<file path="config.mk">
export PLATFORM = sky130hd
export DESIGN_NAME = dcc_cv_programming_sequencer
export DESIGN_NICKNAME = d
export VERILOG_FILES = /design/src/sv/dcs_pkg.sv /design/src/sv/dcs_seq_core.sv /design/src/sv/dcs_result_buffer.sv /design/src/sv/dcc_cv_programming_sequencer.sv
export SDC_FILE = /design/constraint.sdc
export NUM_CORES = 1
export LEC_CHECK = 0
export BUFFER_PORTS_ARGS = -buffer_cell sky130_fd_sc_hd__buf_2
export CORE_UTILIZATION = 45
export CTS_CLUSTER_SIZE = 40
export DETAILED_ROUTE_END_ITERATION = 7
export HOLD_SLACK_MARGIN = 0.03
export PLACE_DENSITY_LB_ADDON = 0.25
export SYNTH_ARGS = -nofsm -noshare
export SYNTH_HDL_FRONTEND = slang
export SYNTH_HIERARCHICAL = 1
export SYNTH_SLANG_ARGS = --single-unit
</file>
<file path="constraint.sdc">
create_clock -name clk -period 6.1 [get_ports clk]
set_input_delay 0.305 -clock clk [delete_from_list [all_inputs] [get_ports clk]]
set_output_delay 0.305 -clock clk [all_outputs]
set_load 0.01 [all_outputs]
</file>
<file path="src/sv/dcs_pkg.sv">
`timescale 1ns / 1ps
`default_nettype none
// ----------------------------------------------------------------------------
// dcs_pkg
// shared types, codes and packet constants of the dcc cv programming sequencer
// ----------------------------------------------------------------------------
package dcs_pkg;

    localparam int MAX_RES = 5;
    localparam int CNT_W   = $clog2(MAX_RES + 1);

    typedef enum logic [2:0] {
        ACT_WRITE_BYTE  = 3'd0,
        ACT_VERIFY_BYTE = 3'd1,
        ACT_WRITE_BIT   = 3'd2,
        ACT_READ        = 3'd3,
        ACT_OPS_WRITE   = 3'd4,
        ACT_ACK         = 3'd5
    } action_t;

    typedef enum logic [2:0] {
        OP_IDLE        = 3'd0,
        OP_WRITE_BYTE  = 3'd1,
        OP_VERIFY_BYTE = 3'd2,
        OP_WRITE_BIT   = 3'd3,
        OP_READ_BIT    = 3'd4,
        OP_READ_VERIFY = 3'd5
    } pend_t;

    localparam logic [1:0] ST_ACK        = 2'd0;
    localparam logic [1:0] ST_NO_ACK     = 2'd1;
    localparam logic [1:0] ST_WRONG_MODE = 2'd2;
    localparam logic [1:0] ST_BUSY       = 2'd3;

    localparam logic KIND_PACKET = 1'b0;
    localparam logic KIND_REPORT = 1'b1;

    localparam logic [9:0] CV_MASK       = 10'h3ff;
    localparam logic [7:0] B1_VERIFY_BIT = 8'h78;
    localparam logic [7:0] B3_VERIFY_BIT = 8'he0;
    localparam logic [7:0] B3_WRITE_BIT  = 8'hf0;
    localparam logic [7:0] B1_WRITE_BYTE = 8'h7c;
    localparam logic [7:0] B1_VERIFY     = 8'h74;
    localparam logic [7:0] B1_LONG_ADDR  = 8'hc0;
    localparam logic [7:0] B1_OPS_WRITE  = 8'hec;
    localparam logic [13:0] SHORT_ADDR_MAX = 14'd127;

    typedef struct packed {
        logic       kind;
        logic [7:0] data;
        logic [1:0] status;
    } res_t;

    typedef struct packed {
        logic                      load;
        logic [CNT_W-1:0]          count;
        res_t [MAX_RES-1:0]        entry;
    } batch_t;

    function automatic res_t res_pkt(input logic [7:0] data);
        res_t r;
        r.kind   = KIND_PACKET;
        r.data   = data;
        r.status = ST_ACK;
        return r;
    endfunction

    function automatic res_t res_rep(input logic [7:0] data, input logic [1:0] status);
        res_t r;
        r.kind   = KIND_REPORT;
        r.data   = data;
        r.status = status;
        return r;
    endfunction

endpackage
`default_nettype wire

</file>
<file path="src/sv/dcs_seq_core.sv">
`timescale 1ns / 1ps
`default_nettype none
// ----------------------------------------------------------------------------
// dcs_seq_core
// input register, sequencer state and the single-pass result batch logic
// ----------------------------------------------------------------------------
module dcs_seq_core
    import dcs_pkg::*;
(
    input  wire logic        clk,
    input  wire logic        rst_n,
    input  wire logic        cfg_wr_en,
    input  wire logic        cfg_wr_data,
    input  wire logic        in_valid,
    output logic             in_stall,
    input  wire logic [2:0]  action,
    input  wire logic [10:0] cv_number,
    input  wire logic [7:0]  value,
    input  wire logic [2:0]  bit_position,
    input  wire logic        bit_value,
    input  wire logic [13:0] loco_address,
    input  wire logic        acknowledged,
    input  wire logic        load_ok,
    output batch_t           batch
);

    logic        svc_mode_reg;
    logic        in_valid_reg;
    logic [2:0]  action_reg;
    logic [10:0] cv_reg;
    logic [7:0]  value_reg;
    logic [2:0]  bitpos_reg;
    logic        bitval_reg;
    logic [13:0] addr_reg;
    logic        ack_reg;

    pend_t       pend_reg, pend_next;
    logic [9:0]  rcv_reg, rcv_next;
    logic [2:0]  ridx_reg, ridx_next;
    logic [7:0]  racc_reg, racc_next;
    logic        tz_reg, tz_next;

    logic        consume;
    logic        accept;
    logic [10:0] cv_m1;
    logic [9:0]  field;
    logic        is_service;
    logic [1:0]  ack_status;

    assign consume  = in_valid_reg && load_ok;
    assign in_stall = in_valid_reg && !load_ok;
    assign accept   = in_valid && !in_stall;
    assign cv_m1    = cv_reg - 11'd1;
    assign field    = cv_m1[9:0] & CV_MASK;
    assign is_service = (action_reg != ACT_OPS_WRITE);
    assign ack_status = ack_reg ? ST_ACK : ST_NO_ACK;

    always_ff @(posedge clk or negedge rst_n)
    begin
        if (!rst_n)
        begin
            svc_mode_reg <= 1'b0;
            in_valid_reg <= 1'b0;
            pend_reg     <= OP_IDLE;
            rcv_reg      <= '0;
            ridx_reg     <= 3'd7;
            racc_reg     <= '0;
            tz_reg       <= 1'b0;
        end
        else
        begin
            if (cfg_wr_en)
                svc_mode_reg <= cfg_wr_data;
            if (accept)
                in_valid_reg <= 1'b1;
            else if (consume)
                in_valid_reg <= 1'b0;
            if (consume)
            begin
                pend_reg <= pend_next;
                rcv_reg  <= rcv_next;
                ridx_reg <= ridx_next;
                racc_reg <= racc_next;
                tz_reg   <= tz_next;
            end
        end
    end

    always_ff @(posedge clk)
    begin
        if (accept)
        begin
            action_reg <= action;
            cv_reg     <= cv_number;
            value_reg  <= value;
            bitpos_reg <= bit_position;
            bitval_reg <= bit_value;
            addr_reg   <= loco_address;
            ack_reg    <= acknowledged;
        end
    end

    always_comb
    begin
        logic [7:0] acc;
        logic [2:0] idx;
        acc       = racc_reg;
        idx       = ridx_reg;
        pend_next = pend_reg;
        rcv_next  = rcv_reg;
        ridx_next = ridx_reg;
        racc_next = racc_reg;
        tz_next   = tz_reg;
        batch.count = '0;
        for (int i = 0; i < MAX_RES; i++)
            batch.entry[i] = res_pkt(8'd0);

        case (action_reg)
            ACT_ACK:
            begin
                case (pend_reg)
                    OP_WRITE_BYTE, OP_VERIFY_BYTE, OP_WRITE_BIT:
                    begin
                        batch.entry[0] = res_rep(8'd0, ack_status);
                        batch.count    = CNT_W'(1);
                        pend_next      = OP_IDLE;
                    end
                    OP_READ_BIT:
                    begin
                        if (!tz_reg && !ack_reg)
                        begin
                            // bit 1 refused, try bit 0
                            tz_next = 1'b1;
                            batch.entry[0] = res_pkt(B1_VERIFY_BIT | {6'd0, rcv_reg[9:8]});
                            batch.entry[1] = res_pkt(rcv_reg[7:0]);
                            batch.entry[2] = res_pkt(B3_VERIFY_BIT | {5'd0, ridx_reg});
                            batch.count    = CNT_W'(3);
                        end
                        else if (tz_reg && !ack_reg)
                        begin
                            // neither value acknowledged, read ends early
                            tz_next   = 1'b0;
                            acc       = racc_reg >> ridx_reg;
                            racc_next = acc;
                            batch.entry[0] = res_rep(acc, ST_NO_ACK);
                            batch.entry[1] = res_pkt(B1_VERIFY | {6'd0, rcv_reg[9:8]});
                            batch.entry[2] = res_pkt(rcv_reg[7:0]);
                            batch.entry[3] = res_pkt(acc);
                            batch.count    = CNT_W'(4);
                            pend_next      = OP_READ_VERIFY;
                        end
                        else
                        begin
                            tz_next = 1'b0;
                            if (!tz_reg)
                                acc = racc_reg | 8'(8'd1 << ridx_reg);
                            racc_next = acc;
                            if (ridx_reg == 3'd0)
                            begin
                                batch.entry[0] = res_rep(acc, ST_ACK);
                                batch.entry[1] = res_pkt(B1_VERIFY | {6'd0, rcv_reg[9:8]});
                                batch.entry[2] = res_pkt(rcv_reg[7:0]);
                                batch.entry[3] = res_pkt(acc);
                                batch.count    = CNT_W'(4);
                                pend_next      = OP_READ_VERIFY;
                            end
                            else
                            begin
                                idx       = ridx_reg - 3'd1;
                                ridx_next = idx;
                                batch.entry[0] = res_pkt(B1_VERIFY_BIT | {6'd0, rcv_reg[9:8]});
                                batch.entry[1] = res_pkt(rcv_reg[7:0]);
                                batch.entry[2] = res_pkt(B3_VERIFY_BIT | 8'h08 | {5'd0, idx});
                                batch.count    = CNT_W'(3);
                            end
                        end
                    end
                    OP_READ_VERIFY:
                    begin
                        batch.entry[0] = res_rep(racc_reg, ack_status);
                        batch.count    = CNT_W'(1);
                        pend_next      = OP_IDLE;
                        ridx_next      = 3'd7;
                    end
                    default:
                    begin
                        pend_next = OP_IDLE;
                    end
                endcase
            end
            ACT_WRITE_BYTE, ACT_VERIFY_BYTE, ACT_WRITE_BIT, ACT_READ, ACT_OPS_WRITE:
            begin
                if (pend_reg != OP_IDLE)
                begin
                    batch.entry[0] = res_rep(8'd0, ST_BUSY);
                    batch.count    = CNT_W'(1);
                end
                else if (is_service != svc_mode_reg)
                begin
                    batch.entry[0] = res_rep(8'd0, ST_WRONG_MODE);
                    batch.count    = CNT_W'(1);
                end
                else if (action_reg == ACT_OPS_WRITE)
                begin
                    if (addr_reg > SHORT_ADDR_MAX)
                    begin
                        batch.entry[0] = res_pkt(B1_LONG_ADDR | {2'd0, addr_reg[13:8]});
                        batch.entry[1] = res_pkt(addr_reg[7:0]);
                        batch.entry[2] = res_pkt(B1_OPS_WRITE | {6'd0, field[9:8]});
                        batch.entry[3] = res_pkt(field[7:0]);
                        batch.entry[4] = res_pkt(value_reg);
                        batch.count    = CNT_W'(5);
                    end
                    else
                    begin
                        batch.entry[0] = res_pkt(addr_reg[7:0]);
                        batch.entry[1] = res_pkt(B1_OPS_WRITE | {6'd0, field[9:8]});
                        batch.entry[2] = res_pkt(field[7:0]);
                        batch.entry[3] = res_pkt(value_reg);
                        batch.count    = CNT_W'(4);
                    end
                end
                else
                begin
                    batch.entry[1] = res_pkt(field[7:0]);
                    batch.count    = CNT_W'(3);
                    case (action_reg)
                        ACT_WRITE_BYTE:
                        begin
                            batch.entry[0] = res_pkt(B1_WRITE_BYTE | {6'd0, field[9:8]});
                            batch.entry[2] = res_pkt(value_reg);
                            pend_next      = OP_WRITE_BYTE;
                        end
                        ACT_VERIFY_BYTE:
                        begin
                            batch.entry[0] = res_pkt(B1_VERIFY | {6'd0, field[9:8]});
                            batch.entry[2] = res_pkt(value_reg);
                            pend_next      = OP_VERIFY_BYTE;
                        end
                        ACT_WRITE_BIT:
                        begin
                            batch.entry[0] = res_pkt(B1_VERIFY_BIT | {6'd0, field[9:8]});
                            batch.entry[2] = res_pkt(B3_WRITE_BIT | {4'd0, bitval_reg, bitpos_reg});
                            pend_next      = OP_WRITE_BIT;
                        end
                        default:
                        begin
                            // bitwise read starts with verify bit 7 is 1
                            rcv_next       = field;
                            ridx_next      = 3'd7;
                            racc_next      = 8'd0;
                            tz_next        = 1'b0;
                            batch.entry[0] = res_pkt(B1_VERIFY_BIT | {6'd0, field[9:8]});
                            batch.entry[2] = res_pkt(B3_VERIFY_BIT | 8'h08 | 8'd7);
                            pend_next      = OP_READ_BIT;
                        end
                    endcase
                end
            end
            default:
            begin
            end
        endcase

        batch.load = consume && (batch.count != '0);
    end

endmodule
`default_nettype wire

</file>
<file path="src/sv/dcs_result_buffer.sv">
`timescale 1ns / 1ps
`default_nettype none
// ----------------------------------------------------------------------------
// dcs_result_buffer
// result register holding one batch, shifted out one item per cycle while out_stall is low
// ----------------------------------------------------------------------------
module dcs_result_buffer
    import dcs_pkg::*;
(
    input  wire logic   clk,
    input  wire logic   rst_n,
    input  wire batch_t batch,
    output logic        load_ok,
    output logic        out_valid,
    input  wire logic   out_stall,
    output logic        result_kind,
    output logic [7:0]  data_byte,
    output logic [1:0]  status,
    output logic        last_in_run
);

    res_t [MAX_RES-1:0] entry_reg;
    logic [CNT_W-1:0]   rem_reg;
    logic               take;

    assign out_valid   = (rem_reg != '0);
    assign take        = out_valid && !out_stall;
    assign load_ok     = (rem_reg == '0) || (take && rem_reg == CNT_W'(1));
    assign result_kind = entry_reg[0].kind;
    assign data_byte   = entry_reg[0].data;
    assign status      = entry_reg[0].status;
    assign last_in_run = (rem_reg == CNT_W'(1));

    always_ff @(posedge clk or negedge rst_n)
    begin
        if (!rst_n)
            rem_reg <= '0;
        else if (batch.load)
            rem_reg <= batch.count;
        else if (take)
            rem_reg <= rem_reg - CNT_W'(1);
    end

    always_ff @(posedge clk)
    begin
        if (batch.load)
            entry_reg <= batch.entry;
        else if (take)
        begin
            for (int i = 0; i < MAX_RES - 1; i++)
                entry_reg[i] <= entry_reg[i+1];
        end
    end

endmodule
`default_nettype wire

</file>
<file path="src/sv/dcc_cv_programming_sequencer.sv">
`timescale 1ns / 1ps
`default_nettype none
// ----------------------------------------------------------------------------
// dcc_cv_programming_sequencer
// dcc service and operations mode cv programming packet sequencer
// path: first result of an item is offered from the result register, which is
//   loaded from the input register through the batch logic
// throughput: one item per cycle, or one per result when an item gives several
//   (up to five), set by the one-batch result register, while out_stall is low
// reset: idle, nothing awaited, service mode off; results pending are dropped
// ----------------------------------------------------------------------------
module dcc_cv_programming_sequencer
    import dcs_pkg::*;
(
    input  wire logic        clk,
    input  wire logic        rst_n,
    input  wire logic        cfg_wr_en,
    input  wire logic        cfg_wr_data,
    input  wire logic        in_valid,
    output logic             in_stall,
    input  wire logic [2:0]  action,
    input  wire logic [10:0] cv_number,
    input  wire logic [7:0]  value,
    input  wire logic [2:0]  bit_position,
    input  wire logic        bit_value,
    input  wire logic [13:0] loco_address,
    input  wire logic        acknowledged,
    output logic             out_valid,
    input  wire logic        out_stall,
    output logic             result_kind,
    output logic [7:0]       data_byte,
    output logic [1:0]       status,
    output logic             last_in_run
);

    batch_t batch;
    logic   load_ok;

    dcs_seq_core u_core (
        .clk          (clk),
        .rst_n        (rst_n),
        .cfg_wr_en    (cfg_wr_en),
        .cfg_wr_data  (cfg_wr_data),
        .in_valid     (in_valid),
        .in_stall     (in_stall),
        .action       (action),
        .cv_number    (cv_number),
        .value        (value),
        .bit_position (bit_position),
        .bit_value    (bit_value),
        .loco_address (loco_address),
        .acknowledged (acknowledged),
        .load_ok      (load_ok),
        .batch        (batch)
    );

    dcs_result_buffer u_buf (
        .clk         (clk),
        .rst_n       (rst_n),
        .batch       (batch),
        .load_ok     (load_ok),
        .out_valid   (out_valid),
        .out_stall   (out_stall),
        .result_kind (result_kind),
        .data_byte   (data_byte),
        .status      (status),
        .last_in_run (last_in_run)
    );

endmodule
`default_nettype wire
</file>
==> flow_summary.toml, run 1 <==
[run_status]
outcome = "completed"

[detailed_routing]
top_layer = "met4"
drt_iter0_markers = 466
viasPerCell = 5.98
m1WireLength_mm = 7.51
drc_errors = 0
dr_wl_met2_mm = 8.41
drt_wl_total_mm = 17.7
firstDrtPassIters = 4
wl_per_cell_um = 20.7
vias = 5103
antenna_left = 0
met3_length_mm = 1.13

[global_route]
grt_pass1_vias = 5026
grt-ovfl-total = 0
antenna_found_initial = 0
track_usage_pct = 23.5
grt_pass1_wl_mm = 27.9
grt_max_degree = 64

[timing]
period_minus_slack_ns = 4.67
postLayoutSetupSlackWorst_ns = 1.43
finalCritPeriodShare_pct = 76.6
hold_viol_final = 0
relSlewSlack_pct = 30.9
finalMaxSlewViolations = 0
setup_violations = 0
fmax_mhz = 214
fin_skew_ns = 0.00925
rsz0062_at_grt = "no"
finalSetupTns_ns = 0
tightest_slew_ns = 1.04

[synthesis]
netlist.area_leader.share_pct = 41.2
syn_inst = 622
synthFlopType = "edfxtp_1"
synth_edf_count = 95
synth_area_leader_cell = "edfxtp_1"
synth_area_um2 = 6930
synthArstFlopShare_pct = 24.0
yosysUniqueCellTypes = 67
yosys-top-cells-area = "edfxtp_1 41%, dfrtp_1 9.8%, mux2_2 8.0%"
yosys_warnings = 6
avgSynthCellArea_um2 = 11.1
ys_ff_latch = 125
yosysSeqAreaShare_pct = 52.1

[cts]
cts_resized = 0
clockRootBuffer = "clkbuf_16"
clk_transition_reported_paths_ns = 0.06
clkSinkCount = 125
htree_levels = 4
clock_latency_ns = 0.42
cts_tree = "done"
cts.path.max_buffers = 2
cts_setup_buffers = 0
numCtsBuffers = 17

[worst_setup_path]
slowest_delay_ns = 0.69
rr_endpoint = "u_buf/rem_reg[0]"
crit_path_start_kind = "register"
reg2reg_slack_ns = 1.43
cp.required_ns = 6.42
r2r-start = "u_core/action_reg[0]"
end_kind = "register"
worst_path_max_delay_cell = "or3_1"
critPathArrivalTime_ns = 4.99
r2r_cells = 11
critPathMaxFanout = 63
setup.worst_path.start = "u_core/action_reg[0]"
timing.critical_path.cells = "or3_1 > inv_2 > ha_1 > nor4_1 > nand2_1 > o21ai_0 > o21ai_1 > o311a_2 > buf_4 > or4_1 > o211ai_1"
critPathKind = "reg2reg"

[pwr]
p_leak_nw = 3.02
p_per_area_nw_per_um2 = 496
ir_drop_mv = 0.253

[finish]
diodes = 0
largest_reg_flops = 44
multiInputGateArea_um2 = 2940
post-route-util_pct = 52.9
final_area_um2 = 7810
drive_above_1_share_pct = 24.2
final_common_cell = "edfxtp_1"
area_delta_synth_final_pct = 12.8
layout.nets = 715
fillerInstances = 1300
final_cell_mix = "95 x edfxtp_1, 59 x buf_2, 54 x nand2_1, 49 x mux2_2, 46 x nor2_1"
register_area_um2 = 3610

[placement]
port_buffers = 59
dp_hpwl_mm = 12.6
place_congestion = 0.951
place_ws_ns = 1.51
placed_area_um2 = 7180

[floorplan]
die-width_um = 126
start_util_pct = 46.9
dieArea_um2 = 15900
rows = 44
coreArea_um2 = 14800
pin_count = 61
die_y_um = 126

[hold_path]
hold_path.class = "in2reg"
min-delay-start = "value[2]"
hold_end = "u_core/value_reg[2]"
min_path_cells = 1

[run]
cap_violations = 0
[layer usage]
layer,global-route usage (%),vias up
met5,0,-
li1,-,2361
met2,38.2,208
met4,12.3,0
met1,29.9,2489
met3,4.63,45
[critical path: cells and delay by family (launching register included)]
family          cells  cell delay [ns]
buf+inv             2             0.61
flops               1             0.68
compound gates      4             0.96
simple gates        4             2.03
fa+ha+maj           1             0.29
[synthesized netlist by cell type (all sizes together), types with 9 or more instances]
| master | count |
|---|---|
| mux2 | 49 |
| o22ai | 11 |
| inv | 22 |
| nand2 | 54 |
| a21oi | 31 |
| edfxtp | 95 |
| o21ai | 44 |
| buf | 42 |
| ha | 11 |
| nor3 | 11 |
| nor2 | 46 |
| dfrtp | 27 |
| a211oi | 13 |
| clkbuf | 17 |
| and2 | 10 |
| mux2i | 9 |
[worst max-delay path by stage]
stage | end | cells past startpoint | slack, ns
final | u_buf/rem_reg[0] | 11 | 1.43
after global routing | u_buf/rem_reg[0] | 11 | 1.07
after CTS | u_buf/rem_reg[1] | 11 | 1.47
after detailed placement | u_buf/rem_reg[1] | 11 | 1.51
after global placement | u_buf/rem_reg[1] | 11 | 1.57
after floorplan | u_buf/data_byte[0] | 12 | 1.99
[power breakdown]
group	switching [mW]	internal [mW]
logic	0.701	0.487
registers	0.259	1.37
clock network	0.375	0.681
total	1.34	2.54
[logic make-up after synthesis]
| logic type | after synthesis | share of synthesized area, % |
|---|---|---|
| AOI/OAI and AO/OA | 160 | 15.5 |
| other | 1 | 0.0541 |
| muxes | 62 | 10.6 |
| DFF | 125 | 52.1 |
| adders and majority gates | 11 | 1.99 |
| xor gates and xnor gates | 10 | 1.26 |
| buffers and inverters | 81 | 6.16 |
| and+or+nand+nor | 172 | 12.4 |
[metrics by stage]
step,hold slack [ns],power (mW),cells
global placement,0.392,2.78,821
global route,0.0438,4.08,854
floorplan,0.00941,2.50,633
finish,0.0612,3.87,854
detailed placement,0.401,2.82,821
CTS,0.0493,3.89,854
[cell type report]
type	instances	area share, %
clock inverters	15	2.48
clock buffers	17	5.45
well taps	184	2.95
repair buffers	64	4.29
flip-flops and latches	125	46.2
inverters	22	1.06
multi-input cells	427	37.6
[timing repair]
action / in CTS / in global routing
hold buffers: 1 / 0
setup endpoints to repair: 0 / 0
hold endpoints to repair: 27 / 0
Note: power is estimated with default switching activity, not from simulation.
==> inputs of run 2 (changes only) <==
Settings changed: ABC_AREA set to 1.
Clock period 6.1 ns to 4.4 ns, I/O delays scaled along.
==> run 2 against run 1 <==
Effect of this change:
- final cell count increased by 32%
- combinational power increased by 71%
- flip-flop and latch count unchanged
- register-to-register slack got worse by 0.44 ns
- critical endpoint unchanged
- largest power group unchanged
==> flow_summary.toml, run 2 <==
[finish]
final_area_um2 = 8260
area_delta_synth_final_pct = 19.1
diodes = 0
drive_above_1_share_pct = 14.2
final_cell_mix = "314 x nand2_1, 95 x edfxtp_1, 66 x inv_1, 59 x buf_2, 57 x o21ai_0"
fillerInstances = 1360
layout.nets = 984
largest_reg_flops = 44
post-route-util_pct = 54.6
final_common_cell = "nand2_1"

[cts]
cts_resized = 0
cts_tree = "done"
clkSinkCount = 125
cts_setup_buffers = 0
clk_transition_reported_paths_ns = 0.05
clockRootBuffer = "clkbuf_16"
htree_levels = 4
numCtsBuffers = 17
hold_buffers = 44
clock_latency_ns = 0.42
cts.path.max_buffers = 2

[synthesis]
synthFlopType = "edfxtp_1"
yosys-top-cells-area = "edfxtp_1 41%, nand2_1 17%, dfrtp_1 9.7%"
synth_area_um2 = 6940
yosys_warnings = 6
synth_top_family_by_area = "simple AND/OR/NAND/NOR gates"
synth_fa_ha_area_share_pct = 1.98
synthArstFlopShare_pct = 24.0
ys_top_cells_by_count = "314 x nand2_1, 95 x edfxtp_1, 66 x inv_1"
synth-simple-area-share_pct = 25.5
synth_most_common_cell = "nand2_1"
yosysUniqueCellTypes = 42
syn_inst = 827
synth-xor-area-share_pct = 0.884
netlist.area_leader.share_pct = 41.1
ys_ff_latch = 125
synth-compound-area-share_pct = 11.0
yosysSeqAreaShare_pct = 52.0
synth_area_leader_cell = "edfxtp_1"
avgSynthCellArea_um2 = 8.39
synthMuxAreaShare_pct = 0
synth_edf_count = 95

[worst_setup_path]
crit_family = "simple AND/OR/NAND/NOR gates"
crit_top_cell = "nand2_1"
reg2reg_slack_ns = 0.99
crit_path_start_kind = "register"
worst_path_max_delay_cell = "dfstp_2"
timing.critical_path.cells = "clkinv_1 > buf_4 > ha_1 > nand2_1 > nand2_1 > nand2_2 > nand2_1 > nor2_4 > inv_2 > nand4_1 > nor2_1 > nor2_4 > buf_4 > nand2_1 > o21ai_1 > nand2_1 > o21ai_2"
critPathArrivalTime_ns = 3.74
critPathKind = "reg2reg"
slowest_delay_ns = 0.72
rr_endpoint = "u_buf/rem_reg[0]"
cp.required_ns = 4.73
r2r-start = "u_core/ridx_reg[0]"
end_kind = "register"
setup.worst_path.start = "u_core/ridx_reg[0]"
r2r_cells = 17
worst-path-buf-inv = 4
critPathMaxFanout = 61

[global_route]
antenna_found_initial = 0
track_usage_pct = 24.8
grt-ovfl-total = 0
grt_max_degree = 62
grt_pass1_vias = 5644
grt_pass1_wl_mm = 29.9

[timing]
timing.hold.ws_ns = 0.173
fmax_mhz = 293
period_minus_slack_ns = 3.41
rsz0062_at_grt = "no"
tightest_slew_ns = 1.04
relSlewSlack_pct = 30.3
finalMaxSlewViolations = 0
setup_violations = 0
postLayoutSetupSlackWorst_ns = 0.990
finalCritPeriodShare_pct = 77.5
hold_viol_final = 0
finalSetupTns_ns = 0
fin_skew_ns = 0.00696

[placement]
dp_hpwl_mm = 13.0
place_congestion = 0.955
port_buffers = 59
placed_area_um2 = 7290
place_ws_ns = 1.05

[run]
cap_violations = 0

[floorplan]
pin_count = 61
start_util_pct = 45.8
coreArea_um2 = 15100
die-width_um = 126
dieArea_um2 = 15900
die_y_um = 126
rows = 45

[hold_path]
min-delay-start = "out_stall"
hold_end = "u_buf/rem_reg[2]"
min_path_cells = 6
hold_path.class = "in2reg"

[pwr]
p_per_area_nw_per_um2 = 660
p_leak_nw = 3.73
ir_drop_mv = 0.451

[run_status]
outcome = "completed"

[detailed_routing]
wl_per_cell_um = 16.4
viasPerCell = 5.15
drt_iter0_markers = 535
drt_wl_total_mm = 18.5
drc_errors = 0
vias = 5806
firstDrtPassIters = 5
antenna_left = 0
## run 2: changes by cell type in the layout (fill, tap and decap cells not counted), moves of 15 or more
cell and delta:
o21ai_0 +15, nand3_1 +33, dlygate4sd3_1 +43, inv_1 +45
o21ai_1 +24, nand2_1 +260, mux2_2 -49
## run 2: cell families (layout without fill, tap and decap cells)
group                    Yosys count  count (layout)
flip-flops                       125             125
AO/OA/AOI/OAI                    136             136
other                              1              12
adder cells (fa/ha/maj)           11              11
AND/OR/NAND/NOR                  425             425
buffers and inverters            122             223
XOR/XNOR                           7               7
## run 2: area by class of cell
cell class	count	area [µm²]	area share [%]
Inverter	82	315	3.82
Tap cell	188	235	2.85
Clock buffer	21	440	5.33
Sequential cell	125	3610	43.6
Timing Repair Buffer	109	781	9.45
Clock inverter	11	96.3	1.17
Multi-Input combinational cell	591	2790	33.7
## run 2: worst min-delay path, stage by stage
cell     delay (ns)
buf_2          0.09
inv_1          0.04
nand3_1        0.07
nand2_1        0.05
nand2_1        0.06
inv_1          0.03
## run 2: per-stage QoR
step,cells,power [mW]
after floorplan,838,3.63
after global placement,1051,4.13
after detailed placement,1051,4.14
after CTS,1127,5.44
after global routing,1127,5.84
final,1127,5.45
## run 2: report_power, final
| group | internal (mW) | switching, mW |
|---|---|---|
| combinational | 0.596 | 1.43 |
| clock | 0.770 | 0.499 |
| sequential | 1.91 | 0.248 |
## run 2: how the worst max path moves through the flow
stage | end | depth (start not counted)
floorplan | u_buf/data_byte[0] | 15
global placement | u_buf/rem_reg[1] | 16
detailed placement | u_buf/rem_reg[0] | 17
CTS | u_buf/rem_reg[0] | 17
global route | u_buf/rem_reg[2] | 19
finish | u_buf/rem_reg[0] | 17
## run 2: per-layer routing
| metal | vias up | GRT usage [%] | share of wire [%] |
|---|---|---|---|
| met4 | 0 | 10.4 | 3.4 |
| met3 | 49 | 5.31 | 5.9 |
| met5 | - | 0 | 0 |
| li1 | 2904 | - | - |
| met2 | 219 | 40.2 | 46 |
| met1 | 2634 | 32.2 | 45 |
==> inputs of run 3 (changes only) <==
Settings changed: ABC_AREA 1 to 0.
Clock period 4.4 ns to 2.8 ns, I/O delays scaled along.
==> run 3 against run 2 <==
Effect of this change:
- clock-buffer cell count up 1
- non-clock buffer count up 61
- flip-flop and latch count unchanged
- final cell count down 15%
- utilization up 6.0 points
- combinational power up 86%
- power up 69%
- wire length up 6.9%
- sequential share of layout area down 3.3 points
- critical endpoint is now u_buf/entry_reg[33]
==> flow_summary.toml, run 3 (synthesized netlist as in run 1, its figures left out) <==
[detailed_routing]
drt_iter0_markers = 395
drc_errors = 0
vias = 5635
drt_wl_total_mm = 19.8
viasPerCell = 5.86
antenna_left = 0
wl_per_cell_um = 20.6
firstDrtPassIters = 6

[worst_setup_path]
critPathKind = "reg2reg"
r2r_cells = 10
crit_path_start_kind = "register"
end_kind = "register"
critPathArrivalTime_ns = 2.95
critPathMaxFanout = 7
cp-endpoint = "u_buf/entry_reg[33]"
rr_endpoint = "u_buf/entry_reg[33]"
cp.required_ns = 2.98
reg2reg_slack_ns = 0.03
setup.worst_path.start = "u_core/action_reg[0]"
r2r-start = "u_core/action_reg[0]"

[floorplan]
die_y_um = 126
pin_count = 61
rows = 44
start_util_pct = 46.9
dieArea_um2 = 15900
coreArea_um2 = 14800
die-width_um = 126

[timing]
finalCritPeriodShare_pct = 98.9
tightest_slew_ns = 0.763
hold_viol_final = 0
postLayoutSetupSlackWorst_ns = 0.0301
setup_violations = 0
relSlewSlack_pct = 49.1
finalMaxSlewViolations = 0
fin_skew_ns = 0.00627
period_minus_slack_ns = 2.77
fmax_mhz = 361
rsz0062_at_grt = "yes"

[placement]
dp_hpwl_mm = 13.8
port_buffers = 59
place_ws_ns = -0.101
place_congestion = 0.944

[run]
cap_violations = 0

[pwr]
p_per_area_nw_per_um2 = 1030
p_leak_nw = 3.58
p_total_mw = 9.22
ir_drop_mv = 0.533

[hold_path]
hold_path.class = "in2reg"

[cts]
clockRootBuffer = "clkbuf_16"
htree_levels = 4
clock_latency_ns = 0.42
clkSinkCount = 125
cts_tree = "done"
clk_transition_reported_paths_ns = 0.06
cts.path.max_buffers = 2
numCtsBuffers = 17

[finish]
diodes = 0
final_cell_mix = "95 x edfxtp_1, 59 x buf_2, 54 x nand2_1, 52 x buf_4, 46 x nor2_1"
layout.nets = 822
drive_above_1_share_pct = 30.6
final_common_cell = "edfxtp_1"
largest_reg_flops = 44
area_delta_synth_final_pct = 29.1

[global_route]
antenna_found_initial = 0
grt_pass1_wl_mm = 30.9
grt_max_degree = 40
track_usage_pct = 26.0
grt_pass1_vias = 5623
grt-ovfl-total = 0

[run_status]
outcome = "completed"
## run 3: layout make-up
class / instances / area (µm²)
Clock buffer: 22 / 464
Sequential cell: 125 / 3610
Inverter: 22 / 85.1
Timing Repair Buffer: 170 / 1390
Multi-Input combinational cell: 428 / 3070
Fill cell: 1184 / 5820
Tap cell: 184 / 230
Clock inverter: 10 / 90.1
## run 3: metrics by stage
step	hold WS (ns)	utilization, %	area, µm²	instances	TNS (ns)
3_3_place_gp	0.244	52.2	7700	876	-3.75
2_1_floorplan	-0.156	-	7070	633	-34.57
5_1_grt	0.129	60.6	8940	961	-3.79
4_1_cts	0.0840	59.3	8750	954	-0.00178
3_5_place_dp	0.266	52.2	7700	876	-7.24
6_report	0.106	60.6	8940	961	0
## run 3: routing by layer
metal	part of all wire [%]	global-route usage (%)
met1	42	33.2
met2	49	42.2
met3	5.8	5.31
met4	3.5	12.6
met5	0	0
## run 3: worst max-delay path, stage by stage (launching register included)
cell       delay [ns]
edfxtp_1         0.38
or3_4            0.42
inv_4            0.07
ha_4             0.20
nor4_4           0.17
nand2_1          0.12
o21ai_2          0.19
o21ai_4          0.11
o311a_4          0.36
or2_4            0.32
clkbuf_16        0.18
## run 3: worst min path at each step
stage / startpoint / end / slack (ns) / depth (start not counted)
floorplan: rst_n / u_buf/rem_reg[0] / -0.16 / 0
global placement: rst_n / u_core/in_valid_reg / 0.24 / 1
detailed placement: rst_n / u_core/tz_reg / 0.27 / 1
CTS: out_stall / u_buf/rem_reg[1] / 0.08 / 3
global route: out_stall / u_buf/rem_reg[1] / 0.13 / 3
finish: out_stall / u_buf/rem_reg[1] / 0.11 / 3
## run 3: power by group
part | switching (mW) | total [mW] | internal, mW
Combinational | 1.97 | 3.77 | 1.80
Clock | 0.806 | 2.07 | 1.26
Sequential | 0.416 | 3.38 | 2.97
## run 3: what timing repair did
action | 4_1_cts | 5_1_grt
cloned | 1 | 4
hold buffers | 44 | 0
hold endpoints to repair | 69 | 0
endpoints found under the setup margin | 93 | 90
buffers inserted | 1 | 3
pin swaps | 7 | 5
resized for setup | 6 | 22
